==> src/design/cim_pkg.sv <==
// ----------------------------------------------------------------------------
// cim_pkg
// types, widths and compare helpers shared by the candle inclusion merge block
// ----------------------------------------------------------------------------
`default_nettype none

package cim_pkg;

  localparam int PRICE_W = 32;
  localparam int POS_W   = 32;
  localparam int CNT_W   = 2;

  localparam logic [CNT_W-1:0] CNT_EMPTY = CNT_W'(0);
  localparam logic [CNT_W-1:0] CNT_ONE   = CNT_W'(1);
  localparam logic [CNT_W-1:0] CNT_FULL  = CNT_W'(2);

  typedef logic [PRICE_W-1:0] price_t;
  typedef logic [POS_W-1:0]   pos_t;
  typedef logic [CNT_W-1:0]   cnt_t;

  localparam pos_t POS_MAX = '1;

  typedef struct packed {
    price_t bar_high;
    price_t bar_low;
    price_t bar_open;
    price_t bar_close;
  } bar_t;

  typedef struct packed {
    logic   replaced;
    price_t out_high;
    price_t out_low;
    price_t out_open;
    price_t out_close;
    pos_t   out_start;
    pos_t   out_end;
    pos_t   out_top;
  } res_t;

  typedef struct packed {
    price_t high;
    price_t low;
    price_t open_px;
    price_t close_px;
    pos_t   start_pos;
    pos_t   end_pos;
    pos_t   top_pos;
  } mbar_t;

  function automatic pos_t pos_inc(input pos_t p);
    pos_inc = (p == POS_MAX) ? POS_MAX : p + POS_W'(1);
  endfunction

  // bar a contains bar b
  function automatic logic holds(input price_t ah, input price_t al,
                                 input price_t bh, input price_t bl);
    holds = (ah >= bh) && (al <= bl);
  endfunction

  // bar a higher than or level with bar b
  function automatic logic above(input price_t ah, input price_t al,
                                 input price_t bh, input price_t bl);
    above = (ah >= bh) && (al >= bl);
  endfunction

  function automatic price_t pick(input logic up, input price_t a, input price_t b);
    if (up) begin
      pick = (a > b) ? a : b;
    end else begin
      pick = (a < b) ? a : b;
    end
  endfunction

endpackage

`default_nettype wire

==> src/design/candle_inclusion_merge.sv <==
// ----------------------------------------------------------------------------
// candle_inclusion_merge
// candlestick inclusion merging of a stream of raw price bars
// ----------------------------------------------------------------------------
// in_valid/in_ready carry one raw bar request (high, low, open, close) in
// unsigned ticks; out_valid/out_ready carry one result per raw bar: the
// current last merged bar and whether it was appended or replaced.
// a request taken lands in the input register; the merge runs once the
// output register is free or being read, and the result is registered
// into out_* together with the merged bar state.
// throughput: one request per cycle while out_ready stays high; the rate
// is set by the merge loop through the last merged bar register.
// reset (rst_n low, synchronous) empties both registers and clears the
// merged bar, the previous bar, the count and the position counter.
// when the receiver holds out_ready low the result stays put, the input
// register fills and in_ready then drops until the result is taken.
// ----------------------------------------------------------------------------
`default_nettype none

module candle_inclusion_merge
  import cim_pkg::*;
(
  input  wire  clk,
  input  wire  rst_n,
  input  wire  in_valid,
  output logic in_ready,
  input  bar_t in_bar,
  output logic out_valid,
  input  wire  out_ready,
  output res_t out_result
);

  logic bar_valid;
  bar_t bar;
  logic fire;
  res_t res;
  logic out_valid_r;
  logic out_valid_nxt;
  res_t out_result_r;

  assign fire = bar_valid && (!out_valid_r || out_ready);

  cim_in_reg u_in_reg (
    .clk       (clk),
    .rst_n     (rst_n),
    .in_valid  (in_valid),
    .in_ready  (in_ready),
    .in_bar    (in_bar),
    .take      (fire),
    .bar_valid (bar_valid),
    .bar       (bar)
  );

  cim_core u_core (
    .clk   (clk),
    .rst_n (rst_n),
    .fire  (fire),
    .bar   (bar),
    .res   (res)
  );

  always_comb begin
    out_valid_nxt = out_valid_r;
    if (fire) begin
      out_valid_nxt = 1'b1;
    end else if (out_ready) begin
      out_valid_nxt = 1'b0;
    end
  end

  always_ff @(posedge clk) begin
    if (!rst_n) begin
      out_valid_r <= 1'b0;
    end else begin
      out_valid_r <= out_valid_nxt;
    end
  end

  always_ff @(posedge clk) begin
    if (fire) begin
      out_result_r <= res;
    end
  end

  assign out_valid  = out_valid_r;
  assign out_result = out_result_r;

endmodule

`default_nettype wire

==> src/design/cim_in_reg.sv <==
// ----------------------------------------------------------------------------
// cim_in_reg
// input register holding one raw bar request ahead of the merge core
// ----------------------------------------------------------------------------
`default_nettype none

module cim_in_reg
  import cim_pkg::*;
(
  input  wire  clk,
  input  wire  rst_n,
  input  wire  in_valid,
  output logic in_ready,
  input  bar_t in_bar,
  input  wire  take,
  output logic bar_valid,
  output bar_t bar
);

  logic valid_r;
  logic valid_nxt;
  bar_t bar_r;

  assign in_ready  = !valid_r || take;
  assign bar_valid = valid_r;
  assign bar       = bar_r;

  always_comb begin
    valid_nxt = valid_r;
    if (in_valid && in_ready) begin
      valid_nxt = 1'b1;
    end else if (take) begin
      valid_nxt = 1'b0;
    end
  end

  always_ff @(posedge clk) begin
    if (!rst_n) begin
      valid_r <= 1'b0;
    end else begin
      valid_r <= valid_nxt;
    end
  end

  always_ff @(posedge clk) begin
    if (in_valid && in_ready) begin
      bar_r <= in_bar;
    end
  end

endmodule

`default_nettype wire

==> src/design/cim_core.sv <==
// ----------------------------------------------------------------------------
// cim_core
// merged bar state and the single pass inclusion merge
// ----------------------------------------------------------------------------
`default_nettype none

module cim_core
  import cim_pkg::*;
(
  input  wire  clk,
  input  wire  rst_n,
  input  wire  fire,
  input  bar_t bar,
  output res_t res
);

  mbar_t  last_r, last_nxt;
  price_t prev_high_r, prev_high_nxt;
  price_t prev_low_r, prev_low_nxt;
  cnt_t   cnt_r, cnt_nxt;
  pos_t   next_pos_r, next_pos_nxt;

  logic   contain;
  logic   up;
  price_t m_high;
  price_t m_low;

  always_comb begin
    last_nxt      = last_r;
    prev_high_nxt = prev_high_r;
    prev_low_nxt  = prev_low_r;
    cnt_nxt       = cnt_r;
    next_pos_nxt  = pos_inc(next_pos_r);

    contain = (cnt_r != CNT_EMPTY) &&
              (holds(bar.bar_high, bar.bar_low, last_r.high, last_r.low) ||
               holds(last_r.high, last_r.low, bar.bar_high, bar.bar_low));

    if (cnt_r == CNT_FULL) begin
      up = above(last_r.high, last_r.low, prev_high_r, prev_low_r);
    end else begin
      up = !above(last_r.high, last_r.low, bar.bar_high, bar.bar_low);
    end

    m_high = pick(up, last_r.high, bar.bar_high);
    m_low  = pick(up, last_r.low, bar.bar_low);

    if (contain) begin
      last_nxt.high     = m_high;
      last_nxt.low      = m_low;
      last_nxt.open_px  = pick(up, last_r.open_px, bar.bar_open);
      last_nxt.close_px = pick(up, last_r.close_px, bar.bar_close);
      if (holds(bar.bar_high, bar.bar_low, m_high, m_low)) begin
        last_nxt.top_pos = pos_inc(last_r.end_pos);
      end
      last_nxt.end_pos = next_pos_r;
    end else begin
      prev_high_nxt      = last_r.high;
      prev_low_nxt       = last_r.low;
      last_nxt.high      = bar.bar_high;
      last_nxt.low       = bar.bar_low;
      last_nxt.open_px   = bar.bar_open;
      last_nxt.close_px  = bar.bar_close;
      last_nxt.start_pos = next_pos_r;
      last_nxt.end_pos   = next_pos_r;
      last_nxt.top_pos   = next_pos_r;
      if (cnt_r != CNT_FULL) begin
        cnt_nxt = cnt_r + CNT_ONE;
      end
    end

    res.replaced  = contain;
    res.out_high  = last_nxt.high;
    res.out_low   = last_nxt.low;
    res.out_open  = last_nxt.open_px;
    res.out_close = last_nxt.close_px;
    res.out_start = last_nxt.start_pos;
    res.out_end   = last_nxt.end_pos;
    res.out_top   = last_nxt.top_pos;
  end

  always_ff @(posedge clk) begin
    if (!rst_n) begin
      last_r      <= '0;
      prev_high_r <= '0;
      prev_low_r  <= '0;
      cnt_r       <= CNT_EMPTY;
      next_pos_r  <= '0;
    end else if (fire) begin
      last_r      <= last_nxt;
      prev_high_r <= prev_high_nxt;
      prev_low_r  <= prev_low_nxt;
      cnt_r       <= cnt_nxt;
      next_pos_r  <= next_pos_nxt;
    end
  end

`ifndef SYNTHESIS
  a_cnt_range: assert property (@(posedge clk) disable iff (!rst_n)
    cnt_r != CNT_W'(3))
    else $error("merged bar count out of range");

  a_pos_step: assert property (@(posedge clk) disable iff (!rst_n)
    fire |=> next_pos_r == $past(pos_inc(next_pos_r)))
    else $error("position did not advance by one");

  a_merge_keeps_start: assert property (@(posedge clk) disable iff (!rst_n)
    fire && res.replaced |=> last_r.start_pos == $past(last_r.start_pos))
    else $error("merge moved the start position");

  a_append_marks: assert property (@(posedge clk) disable iff (!rst_n)
    fire && !res.replaced |-> res.out_start == next_pos_r &&
                               res.out_end == next_pos_r &&
                               res.out_top == next_pos_r)
    else $error("appended bar positions inconsistent");
`endif

endmodule

`default_nettype wire

==> config.mk <==
export PLATFORM = sky130hd
export DESIGN_NAME = candle_inclusion_merge
export DESIGN_NICKNAME = d
export VERILOG_FILES = /design/src/design/cim_pkg.sv /design/src/design/candle_inclusion_merge.sv /design/src/design/cim_in_reg.sv /design/src/design/cim_core.sv
export SDC_FILE = /design/constraint.sdc
export NUM_CORES = 1
export LEC_CHECK = 0
export BUFFER_PORTS_ARGS = -buffer_cell sky130_fd_sc_hd__buf_2
export CORE_AREA = 2 2 229 322
export DETAILED_ROUTE_END_ITERATION = 16
export DIE_AREA = 0 0 231 324
export PLACE_DENSITY_LB_ADDON = 0.05
export SLEW_MARGIN = 5
export SYNTH_ARGS = -nofsm -noshare
export SYNTH_HDL_FRONTEND = slang
export SYNTH_SLANG_ARGS = --single-unit
==> constraint.sdc <==
create_clock -name clk -period 9.6 [get_ports clk]
set_input_delay 0.96 -clock clk [delete_from_list [all_inputs] [get_ports clk]]
set_output_delay 0.96 -clock clk [all_outputs]
set_load 0.1 [all_outputs]
# After elaboration in Yosys (flattened, before gate mapping)
# Index checks and enable logic that the tools add are counted.
[word_totals] regBits=677 input_bits=132 output_inout_bits=227 elab_cells=92
[op_classes] add_sub_neg=3 order_cmp=17 eq_ne=4 muxes=23 bitwise_logic=1 n_reduce_logical=19
[ops] cell="$mux 32" n=17
[ops] cell="$ge 32x32->1" n=6
[ops] cell="$gt 32x32->1" n=4
[ops] cell="$lt 32x32->1" n=4
[ops] cell="$mux 128" n=1
[ops] cell="$le 32x32->1" n=3
[ops] cell="$add 32x1->32 const B" n=2
[ops] cell="$eq 32x32->1 const B" n=2
[ops] cell="$logic_and 1x1->1" n=8
[ops] cell="$reduce_bool 2->1" n=3
[ops] cell="$mux 1" n=5
[ops] cell="$logic_not 1->1" n=3
[ops] cell="$logic_or 1x1->1" n=3
[ops] cell="$reduce_and 3->1" n=1
[ops] cell="$add 2x1->2 const B" n=1
[ops] cell="$eq 2x2->1 const B" n=1
[ops] cell="$ne 2x2->1 const B" n=1
[ops] cell="$reduce_and 2->1" n=1
[ops] cell="$not 1->1" n=1

# Logic depth before layout (Yosys ltp)
# Gate-level depths: netlist of the first run.
[depth] word_depth=9 mapped_depth=24 depth_no_buf=21

# Modules after synthesis
# A second synthesis of the first run with hierarchy kept.
[unflattened] hier_cells=3455 area_unflattened_um2=34938.5
[modules_own_cells] module="cim_core" n_inst=1 cells_each=3093 area_per_inst_um2=24233.2 seq_area_each_um2=6446.2
[modules_own_cells] module="candle_inclusion_merge" n_inst=1 cells_each=229 area_per_inst_um2=6804.0 seq_area_each_um2=6776.5
[modules_own_cells] module="cim_in_reg" n_inst=1 cells_each=133 area_per_inst_um2=3901.2 seq_area_each_um2=3863.7

# Worst setup path after synthesis of the first run
# No wires, ideal clock.
[synth_timing] kind="input -> register" from="input port out_ready" to="register u_core.next_pos_r[0]" setup_ns=0.432 t_arrival_ns=8.241 required_time_ns=9.168 path_slack_ns=0.928 stages=7 path_buffers=3 cell_sequence="nor2b_1 nand2b_1 clkbuf_1 inv_2 clkbuf_1 clkbuf_1 a31oi_1"
[synth_between] elab_chain_len=2
[synth_lines] item="start: declaration" line_no="candle_inclusion_merge.sv:29" rtl="input wire out_ready,"
[synth_lines] item="$logic_or 1x1->1" line_no="candle_inclusion_merge.sv:41" rtl="assign fire = bar_valid && (!out_valid_r || out_ready);"
[synth_lines] item="$logic_and 1x1->1" line_no="candle_inclusion_merge.sv:41"
[synth_lines] item="named net fire" line_no="candle_inclusion_merge.sv:35" rtl="logic fire;"
[synth_lines] item="end signal: assignment" line_no="cim_core.sv:94" rtl="next_pos_r <= next_pos_nxt;"
[synth_lines] item="end: declaration" line_no="cim_core.sv:21" rtl="pos_t next_pos_r, next_pos_nxt;"
# The timed path passes the listed nets, and every way through them passes these cells.
# A chain may end at the register's enable or synchronous reset.

==> results.md, run 1 <==
- Outcome: finished clean
- RSZ-0062 raised after global routing: false
- CTS sink cnt: 677
- Max cap viols: 0
- VDD IR-drop max: 0.000146 V
- WL met3: 4630 um
- Met1 WL: ~41000 um
- Root buffer cell: clkbuf_16
- Fillers: 6342
- Longest Clk Path Bufs: 3
- Vias in the first global route: 27700
- Post-synth EDFFs: 353
- # rows: around 120
- Post-cts repair resize count: 0
- Logic gate share of total power: 19.0%
- CTS buffer count: 71
- Worst Max-Slew Pin Slew: ~1.2 ns
- Clock power share: roughly 36%
- DRC viols: 0
- Setup CP Type: register to register
- Sequential power share: between 40 and 50%
- Clock-pin slew on the worst setup and hold paths: ~0.060 ns
- Ports: 359
- Setup TNS: 0 ns
- Total area of sequential cells: 17100 um^2
- Leak: 0.0164 uW
- Starting Density: 49.6%
- Worst skew pair latency: 0.64 ns
- Layout net count: ~4200
- Vias: 27900
- Crit Path Max Fanout: 32
- Initial antenna violation count: 3
- Synthesized cell area: 35700 um^2
- TritonRoute pass-1 iters: 9
- Hold WC Path Type: register to register
- TritonCTS clock tree: yes
- Crit path largest cell delay: just under 0.8 ns
- CP Launch Type: register
- Multi-input gate area in the final layout: about 17000 um^2
- Routed wire length: 97000 um
- Slowest CP cell: o211ai_4
- Internal power: between 5000 and 6000 uW
- Net Sw Frac: 30.9%
- Overflow after GRT: 0
- # diodes: 0
- Endpoints failing setup: 0
- Warnings from Yosys: 0
- Synth area leaders: edfxtp_1 30%, dfxtp_1 18%, ha_1 9.1%, nand2_1 6.4%, mux2i_1 4.5%
- Mean post-synth cell area: 10.0 um^2
- Number of synthesized register bits: 677
- Die area: 74800 um^2
- Tot GR Track Use: around 25%
- Post-route setup slack: 2.26 ns
- CP endpoint kind: register
- Critical path's top delay family: compound AO/OA/AOI/OAI gates
- DR vias/cell: 5.82
- Chip width: 231 um
- CP cell instances: inv_1, ha_1, nand4_1, nor4_1, a21boi_0, o31ai_1, nand3_1, a21oi_1, o211ai_4, buf_4, buf_4, mux2i_1, ha_1, a21o_1, a21o_1, a21oi_1, nand2_1, a21oi_1, o21ai_0, o21ai_4, buf_4, mux2i_1, o21ai_0
- Core box area: 72000 um^2
- H-tree depth: 3
- FFs w/ async S/R, synth: 0%
- Gpl congestion: 0.855
- WP buf/inv: 4
- Hold_ws: 0.454 ns
- Die H: 324 um
- Final hold violation count: 0
- Power per cell area: 187 nW/um^2
- Syn_nets: 3964
- Pre-CTS WS: 2.26 ns
- Top-area cell type share of the netlist area: 29.7%
- Cts hold-fix bufs: 0
- WP data required: ~10 ns
- Syn-to-layout area delta: 12.3%
- Fin crit share: 76.5%
- Global-route wire length before repair: approximately 150000 um
- Metal2 WL: 48600 um
- Largest net degree at the start of global routing: 242
- Ys flop type: edfxtp_1
- Switching pwr: 2310 uW
- Detailed Place HPWL: 62800 um
- Drt wl/cell: 20.2 um
- Post-CTS Setup Inserts: 0
- Layout cells sized above 1: 16.4%
- Slew Viols, Final: 0
- Final ANT Viol Nets: 0
- Highest routed metal layer: met5
- Critical Path AT: between 7 and 8 ns
- Buffers added on ports: 358
- Highest clock rate: 0.136 GHz
- Synth area leader: edfxtp_1
- Min Tclk post-route: between 7 and 8 ns
- Slew Limit Headroom: 16.0%
- DR iter-0 viols: 1934
- Mapped Cells: 3572
- Worst-case clock skew: 0.0251 ns
- Distinct cell type count after synthesis: 67
- Register area share after synthesis: 47.8%
kinds of logic (layout without fill, tap and decap cells):
logic type	after synthesis	count (layout)	share of synthesized area (%)
and+or+nand+nor	1175	1175	14.7
xor gates and xnor gates	50	50	1.23
DFF	677	677	47.8
adders and majority gates	260	260	9.10
buffers and inverters	451	728	5.53
muxes	288	288	8.82
AOI/OAI and AO/OA	671	671	12.8
placed cells by master (no fill, tap or decap), types with 7 or more instances in the layout:
cell type,netlist,layout
nor2b_1,7,7
dfxtp_1,324,324
clkbuf_1,145,17
o311ai_0,56,56
edfxtp_1,353,353
clkinv_2,0,16
nor2_1,110,110
nand2_1,607,607
nand4_1,55,55
buf_2,56,357
clkbuf_16,0,71
a221oi_1,12,12
a21o_1,41,41
xor2_1,29,29
a41oi_1,31,31
a2bb2oi_1,130,130
clkinv_1,0,8
nand3_1,149,149
mux2_2,92,92
inv_1,210,210
and3_1,45,45
a21oi_1,233,233
nor4_1,12,12
xnor2_1,21,21
a221o_1,8,8
nor3_1,141,141
mux2i_1,161,161
or3_1,8,8
o21ai_1,10,9
ha_1,260,260
o311ai_1,8,8
buf_4,19,23
and4_1,17,17
mux2_4,29,29
o21ai_0,91,91
through the flow:
step	utilization (%)	cell area [um^2]	power (uW)	std cells
2_1_floorplan	-	35700	4480	3572
3_3_place_gp	52.6	37900	4780	4669
3_5_place_dp	52.6	37900	4810	4669
4_1_cts	55.7	40100	7560	4801
5_1_grt	55.7	40100	7800	4801
6_report	55.7	40100	7490	4801
final timing paths:
check                                                        start                                 end  slack, ns  cells after the start
worst min register to register  u_core.prev_low_r[15]$_SDFFE_PN0P_  u_core.prev_low_r[15]$_SDFFE_PN0P_       0.45                      2
worst max register to register         u_in_reg.bar[107]$_DFFE_PP_             out_result[0]$_DFFE_PP_       2.26                     23
worst min-delay path            u_core.prev_low_r[15]$_SDFFE_PN0P_  u_core.prev_low_r[15]$_SDFFE_PN0P_       0.45                      2
worst max-delay path                   u_in_reg.bar[107]$_DFFE_PP_             out_result[0]$_DFFE_PP_       2.26                     23
synth_stat cells, drive strengths merged (8+ instances only):
cell type,number
xnor2,21
a21o,41
nand2,610
nor3,142
and3,45
ha,260
a221oi,12
o21ai,101
xor2,29
inv,213
a21oi,233
nor2,112
mux2,127
buf,93
nand4,55
or3,9
and4,17
edfxtp,353
a2bb2oi,130
dfxtp,324
o311ai,64
clkbuf,145
nand3,149
a41oi,31
a221o,8
mux2i,161
nor4,12
final cells by class:
cell class              instances  share of cell area [%]
repair buffers                383                    5.01
multi-input cells            2444                    41.7
well taps                     952                    2.97
clock inverters                38                   0.858
clock buffers                  94                    4.79
inverters                     213                    2.03
flip-flops and latches        677                    42.6
tightest hold or removal path, stage by stage (launching register included):
cell	delay, ns
dfxtp_1	0.31
nand2_1	0.05
a21oi_1	0.05
per-layer routing:
metal | up-vias | GRT usage [%]
met5 | - | 0
met4 | 2 | 9.12
met3 | 150 | 3.47
met2 | 760 | 45.0
met1 | 13600 | 31.7
li1 | 13400 | -
sequential cells by signal (all words and copies together) (netlist names):
| name | flops |
|---|---|
| out_result | 225 |
| u_core.last_r | 224 |
| u_in_reg.bar | 128 |
| u_core.next_pos_r | 32 |
| u_core.prev_high_r | 32 |
| u_core.prev_low_r | 32 |
| u_core.cnt_r | 2 |
| out_valid | 1 |
| u_in_reg.bar_valid | 1 |
power groups by stage:
stage / clock [uW] / sequential, uW / combinational (uW)
after floorplan: 0 / 3690 / 793
after global routing: 2900 / 3350 / 1540
after detailed placement: 0 / 3400 / 1420
after global placement: 0 / 3390 / 1390
after CTS: 2800 / 3340 / 1430
final: 2730 / 3340 / 1420
Note: power is estimated with default switching activity, not from simulation.
==> inputs of run 2 (changes only) <==
--- a/config.mk
+++ b/config.mk
@@ -5,10 +5,11 @@
 export SDC_FILE = /design/constraint.sdc
 export NUM_CORES = 1
 export LEC_CHECK = 0
+export ABC_AREA = 1
 export BUFFER_PORTS_ARGS = -buffer_cell sky130_fd_sc_hd__buf_2
-export CORE_AREA = 2 2 229 322
+export CORE_AREA = 2 2 239 335
 export DETAILED_ROUTE_END_ITERATION = 16
-export DIE_AREA = 0 0 231 324
+export DIE_AREA = 0 0 241 337
 export PLACE_DENSITY_LB_ADDON = 0.05
 export SLEW_MARGIN = 5
 export SYNTH_ARGS = -nofsm -noshare
==> constraint.sdc (replaced) <==
create_clock -name clk -period 6.3 [get_ports clk]
set_input_delay 0.63 -clock clk [delete_from_list [all_inputs] [get_ports clk]]
set_output_delay 0.63 -clock clk [all_outputs]
set_load 0.1 [all_outputs]
==> results.md, run 2 <==
- CP endpoint kind: register
- # rows: 122
- Worst-case clock skew: around 0.028 ns
- Crit Path Max Fanout: 63
- Post-cts repair resize count: 0
- WP data required: 6.88 ns
- Power per cell area: 279 nW/um^2
- Initial antenna violation count: 13
- Highest clock rate: roughly 0.19 GHz
- Top-count cell post-synth: nand2_1
- RSZ-0062 raised after global routing: false
- Routed wire length: 112000 um
- CTS sink cnt: 677
- Syn-to-layout area delta: 12.8%
- Leak: 0.0211 uW
- FFs w/ async S/R, synth: 0%
- Gpl congestion: 0.901
- Outcome: finished clean
- Chip width: between 200 and 250 um
- CP most frequent cell: nand2_1
- TritonCTS clock tree: yes
- Fillers: about 7700
- Clock-pin slew on the worst setup and hold paths: 0.06 ns
- H-tree depth: 3
- Root buffer cell: clkbuf_16
- Final ANT Viol Nets: 0
- Total area of sequential cells: 17100 um^2
- Layout cells sized above 1: about a tenth
- Die H: 337 um
- Vias: about 35000
- Synthesized cell area: 38900 um^2
- Post-CTS Setup Inserts: 0
- Critical Path AT: ~5.9 ns
- Layout net count: 5831
- DR vias/cell: 5.31
- Post-layout util: around 56%
- Global-route wire length before repair: 177000 um
- Core box area: 78500 um^2
- TritonRoute pass-1 iters: 9
- Warnings from Yosys: 0
- Ports: ~360
- Overflow after GRT: 0
- Number of synthesized register bits: 677
- VDD IR-drop max: 0.000210 V
- Longest Clk Path Bufs: 3
- Drt wl/cell: 17.1 um
- Register area share after synthesis: 43.9%
- Max reg flops: 225
- Cts hold-fix bufs: 0
- Syn_nets: 5626
- Mapped Cells: 5234
- Hold_ws: 0.150 ns
- Setup CP Type: register to register
- DRC viols: 0
- Slew Limit Headroom: 30.4%
- CP Launch Type: register
- CTS buffer count: 75
- DR iter-0 viols: 2305
- Top-area cell type share of the netlist area: 27.3%
- Worst Max-Slew Pin Slew: 1.04 ns
- Ys flop type: edfxtp_1
- Tot GR Track Use: between 20% and 30%
- Detailed Place HPWL: 71500 um
- Vias in the first global route: around 33000
- Buffers added on ports: 358
- Slew Viols, Final: 0
- Starting Density: between 40 and 50%
- Min Tclk post-route: approximately 5.3 ns
- Most frequent cells in the layout: 1468 x nand2_1, 740 x nand3_1, 658 x inv_1
- Pwr Total: 12200 uW
- Synth area leader: edfxtp_1
- Fin crit share: 83.6%
- Distinct cell type count after synthesis: between 40 and 50
- Largest net degree at the start of global routing: 166
- Worst skew pair latency: 0.65 ns
- Post-synth EDFFs: 353
- Mean post-synth cell area: 7.43 um^2
- Crit path largest cell delay: 0.62 ns
- Synth area leaders: edfxtp_1 27%, dfxtp_1 17%, nand2_1 14%, nand3_1 9.6%, ha_1 8.4%
- Slowest CP cell: buf_4
- Multi-input gate area in the final layout: 18200 um^2
- Die area: 81200 um^2
- Endpoints failing setup: 0
- Commonest cells post-synth: 1475 x nand2_1, 742 x nand3_1, 659 x inv_1
- Hold WC Path Type: input pin to register
- Commonest non-fill, non-tap cell in the layout: nand2_1
- Final hold violation count: 0
- Setup TNS: 0 ns
- Max cap viols: 0
[run 2: changes by cell type in the layout (fill, tap and decap cells not counted), sizes merged, moves of 129 or more]
cell,previous run,this run
nand2,610,1483
inv,216,667
nor2,112,323
a21oi,233,362
o21ai,101,272
mux2i,161,0
nand3,149,742
a2bb2oi,130,0
[run 2: power by group]
part,total [uW],switching (uW),internal [uW]
combinational,2580,1860,710
sequential,5110,182,4930
clock,4520,1940,2580
[run 2: through the flow]
stage	instances	worst slack [ns]	area, um^2
6_report	6559	1.03	43800
5_1_grt	6556	0.545	43800
4_1_cts	6556	1.03	43800
3_5_place_dp	6416	1.07	41300
3_3_place_gp	6416	1.12	41300
2_1_floorplan	5234	1.48	38900
[run 2: cells by family (layout without fill, tap and decap cells)]
logic type,Yosys count,in the layout,share of synthesized area (%)
AO/OA/AOI/OAI,665,665,8.77
XOR/XNOR,29,29,0.653
adder cells (fa/ha/maj),260,260,8.37
buffers and inverters,950,1218,9.57
flip-flops,677,677,43.9
other,0,3,0
AND/OR/NAND/NOR,2653,2653,28.7
[run 2: metal layers]
metal,global-route usage [%],wire length (um),vias up
li1,-,-,17500
met1,33.1,46800,16000
met2,47.6,54500,965
met3,5.59,7250,242
met4,11.4,3760,24
met5,0,144,-
[run 2: final cells by class]
type / instances / share of cell area, %
Multi-Input combinational cell: 3607 / 41.4
Sequential cell: 677 / 39.0
Inverter: 683 / 5.89
Timing Repair Buffer: 395 / 4.98
Clock buffer: 99 / 4.60
Tap cell: 1054 / 3.01
Clock inverter: 41 / 1.11
Antenna cell: 3 / 0.0171
[run 2: path summary, 6_finish.rpt]
check / depth (start not counted) / slack (ns) / from / endpoint
worst min register to register: 2 / 0.46 / u_core.prev_low_r[31]$_SDFFE_PN0P_ / u_core.prev_low_r[31]$_SDFFE_PN0P_
worst max register to register: 27 / 1.03 / u_in_reg.bar[83]$_DFFE_PP_ / u_core.last_r[14]$_SDFFE_PN0P_
worst min-delay path: 1 / 0.15 / in_bar[28] / u_in_reg.bar[28]$_DFFE_PP_
worst max-delay path: 27 / 1.03 / u_in_reg.bar[83]$_DFFE_PP_ / u_core.last_r[14]$_SDFFE_PN0P_
[run 2: critical path, delay by kind of cell, from the launching register on]
family / cells / cell delay [ns]
AND/OR/NAND/NOR: 15 / 2.29
adder cells (fa/ha/maj): 2 / 0.41
flip-flops: 1 / 0.44
buffers and inverters: 6 / 1.24
AO/OA/AOI/OAI: 4 / 0.73
